## src/hdl/hsvsk_pkg.sv

```systemverilog
// Package for the HSV skin mask gray block: shared types, constants and the
// divider step function. It has no dependencies of its own.
package hsvsk_pkg;

   // Field widths fixed by the pixel format.
   localparam int ChanWidth    = 8;
   localparam int NumWidth     = 17;
   localparam int DenWidth     = 9;
   localparam int QuotWidth    = 8;
   localparam int DivStages    = 4;
   localparam int BitsPerStage = QuotWidth / DivStages;
   localparam int ProdWidth    = 24;
   localparam int CsrIdxWidth  = 3;

   // Q16 luma weights for 0.299, 0.587 and 0.114.
   localparam logic [15:0] LumaRQ16 = 16'd19595;
   localparam logic [15:0] LumaGQ16 = 16'd38470;
   localparam logic [15:0] LumaBQ16 = 16'd7471;

   // Scale factors for the saturation and hue numerators.
   localparam logic [9:0] SatScale  = 10'd510;
   localparam logic [7:0] HueSlope  = 8'd30;
   localparam logic [7:0] HueWrap   = 8'd180;
   localparam logic [6:0] HueBaseR  = 7'd0;
   localparam logic [6:0] HueBaseG  = 7'd60;
   localparam logic [6:0] HueBaseB  = 7'd120;

   // Register reset values.
   localparam logic [7:0] HueLowReset  = 8'd0;
   localparam logic [7:0] HueHighReset = 8'd62;
   localparam logic [7:0] SatLowReset  = 8'd34;
   localparam logic [7:0] SatHighReset = 8'd195;
   localparam logic [7:0] ValLowReset  = 8'd72;
   localparam logic [7:0] ValHighReset = 8'd185;

   // Configuration register indexes.
   typedef enum logic [CsrIdxWidth-1:0] {
      CSR_HUE_LOW  = 3'd0,
      CSR_HUE_HIGH = 3'd1,
      CSR_SAT_LOW  = 3'd2,
      CSR_SAT_HIGH = 3'd3,
      CSR_VAL_LOW  = 3'd4,
      CSR_VAL_HIGH = 3'd5
   } csr_index_type;

   // Which channel holds the maximum; ties go red, then green.
   typedef enum logic [1:0] {
      SECT_RED,
      SECT_GREEN,
      SECT_BLUE
   } hue_sect_type;

   typedef struct packed {
      logic [7:0] blue_in;
      logic [7:0] green_in;
      logic [7:0] red_in;
      logic       frame_end;
   } req_type;

   typedef struct packed {
      logic [7:0] gray_out;
      logic       in_window;
      logic       frame_end_out;
   } rsp_type;

   typedef struct packed {
      logic [7:0] hue_low;
      logic [7:0] hue_high;
      logic [7:0] sat_low;
      logic [7:0] sat_high;
      logic [7:0] val_low;
      logic [7:0] val_high;
   } thresh_type;

   // Values that ride alongside the divisions.
   typedef struct packed {
      logic [7:0] val;
      logic [7:0] gray;
      logic       frame_end;
   } side_type;

   // First front stage: extremes, hue sector and luma products.
   typedef struct packed {
      logic [7:0]           val;
      logic [7:0]           delta;
      logic signed [8:0]    hue_diff;
      hue_sect_type         sect;
      logic [ProdWidth-1:0] prod_r;
      logic [ProdWidth-1:0] prod_g;
      logic [ProdWidth-1:0] prod_b;
      logic                 frame_end;
   } stage1_type;

   // One division in flight: partial remainder, divisor, quotient so far.
   typedef struct packed {
      logic [NumWidth-1:0]  rem;
      logic [DenWidth-1:0]  den;
      logic [QuotWidth-1:0] quot;
   } div_lane_type;

   // Front end output: both divisions set up, plus side values.
   typedef struct packed {
      div_lane_type sat;
      div_lane_type hue;
      side_type     side;
   } front_type;

   // Divider output handed to the window test.
   typedef struct packed {
      logic [7:0] sat;
      logic [7:0] hue;
      side_type   side;
   } quot_type;

   // Restoring division over the quotient bits owned by one stage.
   function automatic div_lane_type div_pass(div_lane_type lane, int stage);
      div_lane_type        res;
      logic [NumWidth-1:0] den_sh;
      int                  sh;
      res = lane;
      for (int j = 0; j < BitsPerStage; j++) begin
         sh = QuotWidth - 1 - stage * BitsPerStage - j;
         den_sh = NumWidth'(res.den) << sh;
         if (res.rem >= den_sh) begin
            res.rem = res.rem - den_sh;
            res.quot[3'(sh)] = 1'b1;
         end
      end
      return res;
   endfunction

endpackage

```

## src/hdl/hsvsk_front.sv

```systemverilog
// Front end of the HSV skin mask pipeline: max/min, hue sector, division
// operands and luma, over two register stages. Depends on hsvsk_pkg.
module hsvsk_front (
   input  logic                clock,
   input  logic                reset,
   input  logic                in_valid,
   output logic                in_ready,
   input  hsvsk_pkg::req_type  in_data,
   output logic                out_valid,
   input  logic                out_ready,
   output hsvsk_pkg::front_type out_data
);
   import hsvsk_pkg::*;

   stage1_type s1_in, s1_ff;
   front_type  s2_in, s2_ff;
   logic       s1_valid_ff, s2_valid_ff;
   logic       adv1, adv2;

   // A stage advances when it is empty or the next one advances.
   assign adv2     = !s2_valid_ff || out_ready;
   assign adv1     = !s1_valid_ff || adv2;
   assign in_ready = adv1;

   // Stage 1: channel maximum and minimum, hue sector and luma products.
   always_comb begin
      logic [7:0] b, g, r, mn;
      b = in_data.blue_in;
      g = in_data.green_in;
      r = in_data.red_in;
      s1_in.val = r;
      if (g > s1_in.val) s1_in.val = g;
      if (b > s1_in.val) s1_in.val = b;
      mn = r;
      if (g < mn) mn = g;
      if (b < mn) mn = b;
      s1_in.delta = s1_in.val - mn;
      if (s1_in.val == r) begin
         s1_in.sect     = SECT_RED;
         s1_in.hue_diff = $signed({1'b0, g}) - $signed({1'b0, b});
      end else if (s1_in.val == g) begin
         s1_in.sect     = SECT_GREEN;
         s1_in.hue_diff = $signed({1'b0, b}) - $signed({1'b0, r});
      end else begin
         s1_in.sect     = SECT_BLUE;
         s1_in.hue_diff = $signed({1'b0, r}) - $signed({1'b0, g});
      end
      s1_in.prod_r    = ProdWidth'(LumaRQ16) * ProdWidth'(r);
      s1_in.prod_g    = ProdWidth'(LumaGQ16) * ProdWidth'(g);
      s1_in.prod_b    = ProdWidth'(LumaBQ16) * ProdWidth'(b);
      s1_in.frame_end = in_data.frame_end;
   end

   // Stage 2: numerators and divisors for saturation and hue, luma sum.
   always_comb begin
      logic [6:0]         base;
      logic [14:0]        base_d;
      logic [15:0]        wrap_d;
      logic signed [17:0] t;
      logic [ProdWidth:0] luma_sum;
      case (s1_ff.sect)
         SECT_RED:   base = HueBaseR;
         SECT_GREEN: base = HueBaseG;
         SECT_BLUE:  base = HueBaseB;
         default:    base = HueBaseR;
      endcase
      base_d = 15'(base) * 15'(s1_ff.delta);
      wrap_d = 16'(HueWrap) * 16'(s1_ff.delta);
      t = 18'sd30 * 18'(s1_ff.hue_diff) + $signed({3'b000, base_d});
      if (t < 0) t = t + $signed({2'b00, wrap_d});

      s2_in.hue.rem  = {t[15:0], 1'b0} + NumWidth'(s1_ff.delta);
      s2_in.hue.den  = (s1_ff.delta == 8'd0) ? DenWidth'(1) : {s1_ff.delta, 1'b0};
      s2_in.hue.quot = '0;

      s2_in.sat.rem  = NumWidth'(NumWidth'(SatScale) * NumWidth'(s1_ff.delta))
                       + NumWidth'(s1_ff.val);
      s2_in.sat.den  = (s1_ff.val == 8'd0) ? DenWidth'(2) : {s1_ff.val, 1'b0};
      s2_in.sat.quot = '0;

      luma_sum = (ProdWidth+1)'(s1_ff.prod_r) + (ProdWidth+1)'(s1_ff.prod_g)
                 + (ProdWidth+1)'(s1_ff.prod_b);
      s2_in.side.val       = s1_ff.val;
      s2_in.side.gray      = luma_sum[23:16];
      s2_in.side.frame_end = s1_ff.frame_end;
   end

   // Valid bits.
   always_ff @(posedge clock) begin
      if (reset) begin
         s1_valid_ff <= 1'b0;
         s2_valid_ff <= 1'b0;
      end else begin
         if (adv1) s1_valid_ff <= in_valid;
         if (adv2) s2_valid_ff <= s1_valid_ff;
      end
   end

   // Payload registers.
   always_ff @(posedge clock) begin
      if (adv1) s1_ff <= s1_in;
      if (adv2) s2_ff <= s2_in;
   end

   assign out_valid = s2_valid_ff;
   assign out_data  = s2_ff;

endmodule

```

## src/hdl/hsvsk_div_pipe.sv

```systemverilog
// Pipelined restoring divider for saturation and hue, two quotient bits per
// stage on both lanes, with side values carried along. Depends on hsvsk_pkg.
module hsvsk_div_pipe (
   input  logic                 clock,
   input  logic                 reset,
   input  logic                 in_valid,
   output logic                 in_ready,
   input  hsvsk_pkg::front_type in_data,
   output logic                 out_valid,
   input  logic                 out_ready,
   output hsvsk_pkg::quot_type  out_data
);
   import hsvsk_pkg::*;

   div_lane_type sat_ff [DivStages];
   div_lane_type hue_ff [DivStages];
   side_type     side_ff[DivStages];
   logic         valid_ff[DivStages];
   logic         adv[DivStages+1];

   // Ready chain from the output back to the input.
   always_comb begin
      adv[DivStages] = out_ready;
      for (int k = DivStages - 1; k >= 0; k--) begin
         adv[k] = !valid_ff[k] || adv[k+1];
      end
   end
   assign in_ready = adv[0];

   // Each stage resolves its quotient bits on both lanes.
   for (genvar k = 0; k < DivStages; k++) begin : g_stage
      div_lane_type sat_in, hue_in;
      side_type     side_in;
      logic         valid_in;

      if (k == 0) begin : g_first
         assign sat_in   = div_pass(in_data.sat, k);
         assign hue_in   = div_pass(in_data.hue, k);
         assign side_in  = in_data.side;
         assign valid_in = in_valid;
      end else begin : g_next
         assign sat_in   = div_pass(sat_ff[k-1], k);
         assign hue_in   = div_pass(hue_ff[k-1], k);
         assign side_in  = side_ff[k-1];
         assign valid_in = valid_ff[k-1];
      end

      always_ff @(posedge clock) begin
         if (reset) begin
            valid_ff[k] <= 1'b0;
         end else if (adv[k]) begin
            valid_ff[k] <= valid_in;
         end
      end

      always_ff @(posedge clock) begin
         if (adv[k]) begin
            sat_ff[k]  <= sat_in;
            hue_ff[k]  <= hue_in;
            side_ff[k] <= side_in;
         end
      end
   end

   assign out_valid     = valid_ff[DivStages-1];
   assign out_data.sat  = sat_ff[DivStages-1].quot;
   assign out_data.hue  = hue_ff[DivStages-1].quot;
   assign out_data.side = side_ff[DivStages-1];

endmodule

```

## src/hdl/hsvsk_window.sv

```systemverilog
// Window test and output register of the HSV skin mask pipeline: compares
// H, S and V against the bounds and gates the luma. Depends on hsvsk_pkg.
module hsvsk_window (
   input  logic                  clock,
   input  logic                  reset,
   input  hsvsk_pkg::thresh_type bounds,
   input  logic                  in_valid,
   output logic                  in_ready,
   input  hsvsk_pkg::quot_type   in_data,
   output logic                  rsp_valid,
   input  logic                  rsp_stall,
   output hsvsk_pkg::rsp_type    rsp_data
);
   import hsvsk_pkg::*;

   rsp_type rsp_in, rsp_ff;
   logic    rsp_valid_ff;
   logic    adv;

   // The output register takes a new transaction when empty or being taken.
   assign adv      = !rsp_valid_ff || !rsp_stall;
   assign in_ready = adv;

   // All bounds are exclusive on both sides.
   always_comb begin
      logic in_win;
      in_win = (in_data.hue > bounds.hue_low) && (in_data.hue < bounds.hue_high)
            && (in_data.sat > bounds.sat_low) && (in_data.sat < bounds.sat_high)
            && (in_data.side.val > bounds.val_low)
            && (in_data.side.val < bounds.val_high);
      rsp_in.gray_out      = in_win ? in_data.side.gray : 8'd0;
      rsp_in.in_window     = in_win;
      rsp_in.frame_end_out = in_data.side.frame_end;
   end

   always_ff @(posedge clock) begin
      if (reset) begin
         rsp_valid_ff <= 1'b0;
      end else if (adv) begin
         rsp_valid_ff <= in_valid;
      end
   end

   always_ff @(posedge clock) begin
      if (adv) rsp_ff <= rsp_in;
   end

   assign rsp_valid = rsp_valid_ff;
   assign rsp_data  = rsp_ff;

endmodule

```

## src/hdl/hsv_skin_mask_gray_core.sv

```systemverilog
// HSV skin mask gray core: converts each BGR pixel to 8-bit HSV, tests it
// against six exclusive bounds and emits the luma from Q16 weights or zero.
// Depends on hsvsk_pkg, hsvsk_front, hsvsk_div_pipe and hsvsk_window.
//
// The core accepts one pixel per clock while req_stall is low and returns
// one result transaction per pixel, in order, through seven register
// stages: two front stages for the extremes, division operands and luma,
// four divider stages that each resolve two quotient bits of saturation
// and hue, and the output register. The first stage loads at acceptance,
// and the result is offered once it reaches the output register. Every
// stage advances when it is empty or the stage after it advances, so a
// stall on the result side lets the pipeline fill before req_stall rises,
// and bubbles close up. The bound registers are written through the csr
// port, which is always ready; writes to indexes above five are dropped.
// Write them only while no pixel is in flight.
module hsv_skin_mask_gray_core (
   input  logic                clock,
   input  logic                reset,
   input  logic                req_valid,
   output logic                req_stall,
   input  hsvsk_pkg::req_type  req_data,
   output logic                rsp_valid,
   input  logic                rsp_stall,
   output hsvsk_pkg::rsp_type  rsp_data,
   input  logic                csr_valid,
   output logic                csr_ready,
   input  logic [hsvsk_pkg::CsrIdxWidth-1:0] csr_index,
   input  logic [7:0]          csr_data
);
   import hsvsk_pkg::*;

   thresh_type bounds_ff;
   logic       front_ready, front_valid;
   front_type  front_data;
   logic       div_ready, div_valid;
   quot_type   div_data;
   logic       win_ready;

   assign csr_ready = 1'b1;

   // Bound registers.
   always_ff @(posedge clock) begin
      if (reset) begin
         bounds_ff.hue_low  <= HueLowReset;
         bounds_ff.hue_high <= HueHighReset;
         bounds_ff.sat_low  <= SatLowReset;
         bounds_ff.sat_high <= SatHighReset;
         bounds_ff.val_low  <= ValLowReset;
         bounds_ff.val_high <= ValHighReset;
      end else if (csr_valid && csr_ready) begin
         case (csr_index)
            CSR_HUE_LOW:  bounds_ff.hue_low  <= csr_data;
            CSR_HUE_HIGH: bounds_ff.hue_high <= csr_data;
            CSR_SAT_LOW:  bounds_ff.sat_low  <= csr_data;
            CSR_SAT_HIGH: bounds_ff.sat_high <= csr_data;
            CSR_VAL_LOW:  bounds_ff.val_low  <= csr_data;
            CSR_VAL_HIGH: bounds_ff.val_high <= csr_data;
            default: ;
         endcase
      end
   end

   assign req_stall = !front_ready;

   // Pipeline sections.
   hsvsk_front u_front (
      .clock     (clock),
      .reset     (reset),
      .in_valid  (req_valid),
      .in_ready  (front_ready),
      .in_data   (req_data),
      .out_valid (front_valid),
      .out_ready (div_ready),
      .out_data  (front_data)
   );

   hsvsk_div_pipe u_div (
      .clock     (clock),
      .reset     (reset),
      .in_valid  (front_valid),
      .in_ready  (div_ready),
      .in_data   (front_data),
      .out_valid (div_valid),
      .out_ready (win_ready),
      .out_data  (div_data)
   );

   hsvsk_window u_window (
      .clock     (clock),
      .reset     (reset),
      .bounds    (bounds_ff),
      .in_valid  (div_valid),
      .in_ready  (win_ready),
      .in_data   (div_data),
      .rsp_valid (rsp_valid),
      .rsp_stall (rsp_stall),
      .rsp_data  (rsp_data)
   );

endmodule
```

## config.mk

```make
export PLATFORM = sky130hd
export DESIGN_NAME = hsv_skin_mask_gray_core
export DESIGN_NICKNAME = d
export VERILOG_FILES = /design/src/hdl/hsvsk_pkg.sv /design/src/hdl/hsvsk_front.sv /design/src/hdl/hsvsk_div_pipe.sv /design/src/hdl/hsvsk_window.sv /design/src/hdl/hsv_skin_mask_gray_core.sv
export SDC_FILE = /design/constraint.sdc
export NUM_CORES = 2
export LEC_CHECK = 0
export BUFFER_PORTS_ARGS = -buffer_cell sky130_fd_sc_hd__buf_2
export CAP_MARGIN = 15
export CELL_PAD_IN_SITES_DETAIL_PLACEMENT = 1
export CELL_PAD_IN_SITES_GLOBAL_PLACEMENT = 1
export CORE_MARGIN = 2
export CORE_UTILIZATION = 35
export DETAILED_ROUTE_END_ITERATION = 8
export PLACE_DENSITY = 0.57
export SLEW_MARGIN = 20
export SYNTH_ARGS = -nofsm -noshare
export SYNTH_HDL_FRONTEND = slang
export SYNTH_SLANG_ARGS = --single-unit
```

## constraint.sdc

```tcl
create_clock -name clock -period 18.95 [get_ports clock]
set_input_delay 0.9475 -clock clock [delete_from_list [all_inputs] [get_ports clock]]
set_output_delay 0.9475 -clock clock [all_outputs]
set_load 0.1 [all_outputs]
```

* Word-level counts from Yosys, hierarchy flattened
Memory sizes are Yosys's and may differ from the RTL's.
Cells that the tools add are included.
** Word-level totals
- Word-level logic and storage cells :: 191
- Flip-flop bits (word level) :: 225
- Output and inout bits :: 13
- Memories :: 4
- Memory bits (writable) :: 344
- Input bits :: 41
** Memories
- u_div.hue_ff :: depth 4, width 34, rd ports 4, clocked after memory_dff 0, wr ports 4, RTL line hsvsk_div_pipe.sv:16 : div_lane_type hue_ff [DivStages];
- u_div.sat_ff :: depth 4, width 34, rd ports 4, clocked after memory_dff 0, wr ports 4, RTL line hsvsk_div_pipe.sv:15 : div_lane_type sat_ff [DivStages];
- u_div.side_ff :: depth 4, width 17, rd ports 4, clocked after memory_dff 0, wr ports 4, RTL line hsvsk_div_pipe.sv:17 : side_type side_ff[DivStages];
- u_div.valid_ff :: depth 4, width 1, rd ports 4, clocked after memory_dff 0, wr ports 4, RTL line hsvsk_div_pipe.sv:18 : logic valid_ff[DivStages];
** Operators by class
- $add $sub $neg :: 26
- Order comparisons :: 27
- Bitwise logic cells :: 4
- Reductions and logical operators :: 30
- Multiplexer cells :: 55
- Equal/unequal tests :: 9
- $mul :: 7
** Operators by type and width (number)
- 2-to-1 mux 17 bit :: 16
- multiplier 15 x 8 -> 23 bit (first input constant) :: 2
- > comparator 8 bit :: 5
- less-than comparator 8 bit :: 5
- adder 17 x 8 -> 17 bit :: 2
- >= comparator 17 x 10 -> 1 bit :: 2
- >= comparator 17 x 11 -> 1 bit :: 2
- >= comparator 17 x 12 -> 1 bit :: 2
- >= comparator 17 x 13 -> 1 bit :: 2
- >= comparator 17 x 14 -> 1 bit :: 2
- >= comparator 17 x 15 -> 1 bit :: 2
- >= comparator 17 x 16 -> 1 bit :: 2
- >= comparator 17 x 9 -> 1 bit :: 2
- subtractor 17 x 10 -> 17 bit :: 2
- subtractor 17 x 11 -> 17 bit :: 2
- subtractor 17 x 12 -> 17 bit :: 2
- subtractor 17 x 13 -> 17 bit :: 2
- subtractor 17 x 14 -> 17 bit :: 2
- subtractor 17 x 15 -> 17 bit :: 2
- subtractor 17 x 16 -> 17 bit :: 2
- subtractor 17 x 9 -> 17 bit :: 2
- 2-to-1 mux 8 bit :: 4
- 2-to-1 mux 1 bit :: 31
- subtractor 8 x 8 -> 9 bit :: 3
- 27 further kinds :: 58

* Depth between registers and ports, before layout
- Depth in word-level cells :: 10
- Mapped depth :: 41
- Gate-level depth less buffers :: 39

* Cells and area by module
From an unflattened synthesis, not the netlist that was laid out.
** Unflattened totals
- Cells, all modules :: 3989
- Area, all modules :: 42216.7 um^2
** Modules (own cells, without submodules)
- hsvsk_front :: area each 20636.0 um^2, cells each 2009, instances 1, seq. area each 4904.7 um^2
- hsvsk_div_pipe :: area each 18074.8 um^2, cells each 1608, instances 1, seq. area each 8768.4 um^2
- hsv_skin_mask_gray_core :: area each 1943.1 um^2, cells each 185, instances 1, seq. area each 960.9 um^2
- hsvsk_window :: area each 1562.7 um^2, cells each 187, instances 1, seq. area each 320.3 um^2

* Worst setup path after synthesis
Ideal clock, no wire load.
- Kind :: flip-flop to flip-flop
- From :: register u_front.s1_ff[73] in the netlist's numbering
- To :: register u_front.s2_ff (netlist bit u_front.out_data[45]) (data pin)
- Cell stages (with the launch flop) :: 39
- Slack :: 11.122 ns
- Setup time :: 0.274 ns
- Buffers on the path :: 2
- Arrival time :: 7.554 ns
- Required time :: 18.676 ns
- Clock period less this slack :: 7.828 ns
- Path through :: edfxtp_1 inv_1 ha_1 clkbuf_1 nor2_1 xnor2_1 ha_1 inv_1 fa_1 inv_1 fa_1 ha_1 ha_1 inv_1 fa_1 inv_1 a21oi_1 o21ai_0 (+3 left out) a21o_1 xnor2_1 ha_1 o41ai_2 xnor2_4 clkbuf_1 mux2_2 ha_1 a21o_1 a21oi_1 o21bai_1 a21oi_1 nor2b_1 nor2_1 nor3_2 and3_1 nor3_1 a21oi_1
** RTL lines
- start, declared :: RTL line hsvsk_front.sv:15 : stage1_type s1_in, s1_ff;
- start signal, assigned :: RTL line hsvsk_front.sv:101 : if (adv1) s1_ff <= s1_in;
- end signal, assigned :: RTL line hsvsk_front.sv:102 : if (adv2) s2_ff <= s2_in;
- end, declared :: RTL line hsvsk_front.sv:16 : front_type s2_in, s2_ff;

==> results.ini <==
[layout]
syn2layout_area_growth_pct=10.4
drive_gt1_share_pct=6.35
final_cells=5217
diodes=0
fillers=12100
nets=4551

[clocking]
cts_buffers=55
post_cts_buffers=0
clk_latency_ns=0.65
cts_repair_resize_count=0
cts_sinks=457
clock_path_buffers=3
cts.reportedPaths.clkPinSlew_ns=0.06
clock-root-buffer=clkbuf_16
ctsHoldBuffers=0
htreeDepth=2
cts_tree=yes

[global_route]
antenna_found_initial=2
grtUsageTotal_pct=16.6
grt_max_degree=70
grt_pass1_wl_um=149000
grt_pass1_vias=27800
grt_overflow=0

[route]
met3_wirelength_um=1960
wl_met2_um=43100
wl_per_cell_um=17.4
vias_per_cell=5.00
routed-via-count=26100
firstDrtPassIters=5
wl_met1_um=43700
drc=0
topRoutingLayerUsed=met5
drt_iter0_drc=1054
ant_nets=0
wl_um=90700

[worst_setup_path]
worstPathMaxFanout=19
ff2ff_setup_slack_ns=10.39
path_class=flip-flop to flip-flop
worstSetupStartpointType=flip-flop
cp-end-kind=flip-flop
crit_buf_inv=6
slowest_stage=edfxtp_1
arrival_ns=8.94
critPathMaxStageDelay_ns=0.68
required_ns=19.33
critPathTopFamily=adder cells

[timing]
finalSetupViolations=0
fin_crit_sh_pct=45.2
skew_ns=0.0307
whs_ns=0.414
drv_slew=0
rsz0062_at_grt=false
period_needed_ns=8.56
max_freq_ghz=0.117
tns_ns=0
max_slew.worst_pin.slew_ns=0.999
hold_violations=0
slew_headroom_pct=32.5

[yosys]
synth_cell_type_count=92
synth_most_common_cell=ha_1
synth_top_flop_cell=edfxtp_1
synth_top_family_by_area=adder cells
synth_simple_gate_area_share_pct=11.0
synth-edff-count=406
synth-xor-area-share_pct=5.99
synthCells=3695
yosysWarnings=0
yosysTopAreaCell=edfxtp_1
synth_top_area_share_pct=32.0
synth_compound_area_share_pct=12.4
seq_area_frac_synth_pct=34.7
synthMuxAreaShare_pct=2.59
synth_nets=4479
avgSynthCellArea_um2=10.3
synth_fa_ha_area_share_pct=27.8
synth_area_mm2=0.0380
synth.area.top_cells=edfxtp_1 32%, ha_1 19%, fa_1 8.8%, inv_1 4.9%, xnor2_1 4.0%
async_flop_share_pct=0
synth_common_cells=575 x ha_1, 497 x inv_1, 406 x edfxtp_1, 251 x a21oi_1
synth-seq-cells=457

[floorplan]
placementRows=120
die_h_um=334
initial_core_util_pct=35.4
ioPinCount=54
dieWidth_um=334
dieArea_mm2=0.111
core_mm2=0.108

[placement]
place.detailed.hpwl_um=73600
globalplace.congestion=0.801
io_buffers=52
place_inst=5113

[outcome]
status=finished, final reports clean

[flow_run]
cap_viol_max_count=0

[min_path]
hold_path.class=flip-flop to flip-flop

## kinds of logic after synthesis
family                   after synthesis
AO/OA/AOI/OAI                        742
other                                  1
buffers and inverters                549
adder cells (fa/ha/maj)              743
flip-flops                           457
XOR/XNOR                             257
multiplexers                          93
AND/OR/NAND/NOR                      853
## flip-flops by register name (all words and copies together), names as in the netlist, 4 cells and up
register and count:
u_front.out_data 67, u_div.side_ff 68, u_window.rsp_data 10, u_div.sat_ff 78, u_div.hue_ff 84, u_front.s1_ff 95
bounds_ff 48, u_div.valid_ff 4
## stage by stage
step / util, % / area [um^2] / setup WS (ns)
final: 39.1 / 42000 / 10.39
after global routing: 39.1 / 42000 / 9.59
after CTS: 39.1 / 42000 / 10.29
after detailed placement: 37.2 / 40000 / 10.31
after global placement: 37.2 / 40000 / 10.59
after floorplan: - / 38000 / 11.12
## per-layer routing
layer | up-vias | GRT usage, %
met5 | - | 0
met4 | 2 | 4.25
met3 | 107 | 1.72
met2 | 218 | 28.6
met1 | 12600 | 22.1
li1 | 13100 | -
## cells in the final DEF (no fill, tap or decap), types with 8 or more instances in the layout
cell	instances
clkinv_2	8
or3_1	11
nor4_1	19
o31ai_1	19
nor3_1	39
a31oi_1	8
inv_1	493
a21o_1	98
nand2_1	230
dfxtp_1	51
nand4_1	47
ha_1	575
nand3b_1	14
a21boi_0	25
buf_4	14
and3_1	19
o21bai_1	36
fa_1	168
o221ai_1	12
and4_1	9
mux2_2	43
a211oi_1	12
nand3_1	39
xnor2_1	174
clkinv_1	11
nor2b_1	64
and2_1	37
bufinv_16	13
mux2i_1	50
nor2_1	231
nand2b_1	52
o21ai_0	154
xor2_1	81
clkbuf_16	55
a21oi_1	251
edfxtp_1	406
o21a_1	30
buf_2	52
a211o_1	14
## layout make-up
| class | instances | area (um^2) | share of cell area, % |
|---|---|---|---|
| clock buffer | 64 | 1450 | 3.45 |
| timing repair buffer | 66 | 365 | 0.870 |
| tap | 1403 | 1760 | 4.18 |
| inverter | 498 | 1870 | 4.45 |
| sequential | 457 | 13200 | 31.5 |
| clock inverter | 40 | 587 | 1.40 |
| multi-input combinational | 2689 | 22800 | 54.2 |
## final timing paths
kind / start / to / cells past startpoint
worst max register to register: u_front.s1_ff[85]$_DFFE_PN_ / u_front.out_data[45]$_DFFE_PP_ / 36
worst max-delay path: u_front.s1_ff[85]$_DFFE_PN_ / u_front.out_data[45]$_DFFE_PP_ / 36
worst min register to register: u_front.out_data[11]$_DFFE_PP_ / u_div.side_ff[0][11]$_DFFE_PP_ / 0
worst min-delay path: u_front.out_data[11]$_DFFE_PP_ / u_div.side_ff[0][11]$_DFFE_PP_ / 0
Power is left out: the tool's default activity adds up to more than one toggle a clock period on the data nets, which glitch-free logic cannot reach.
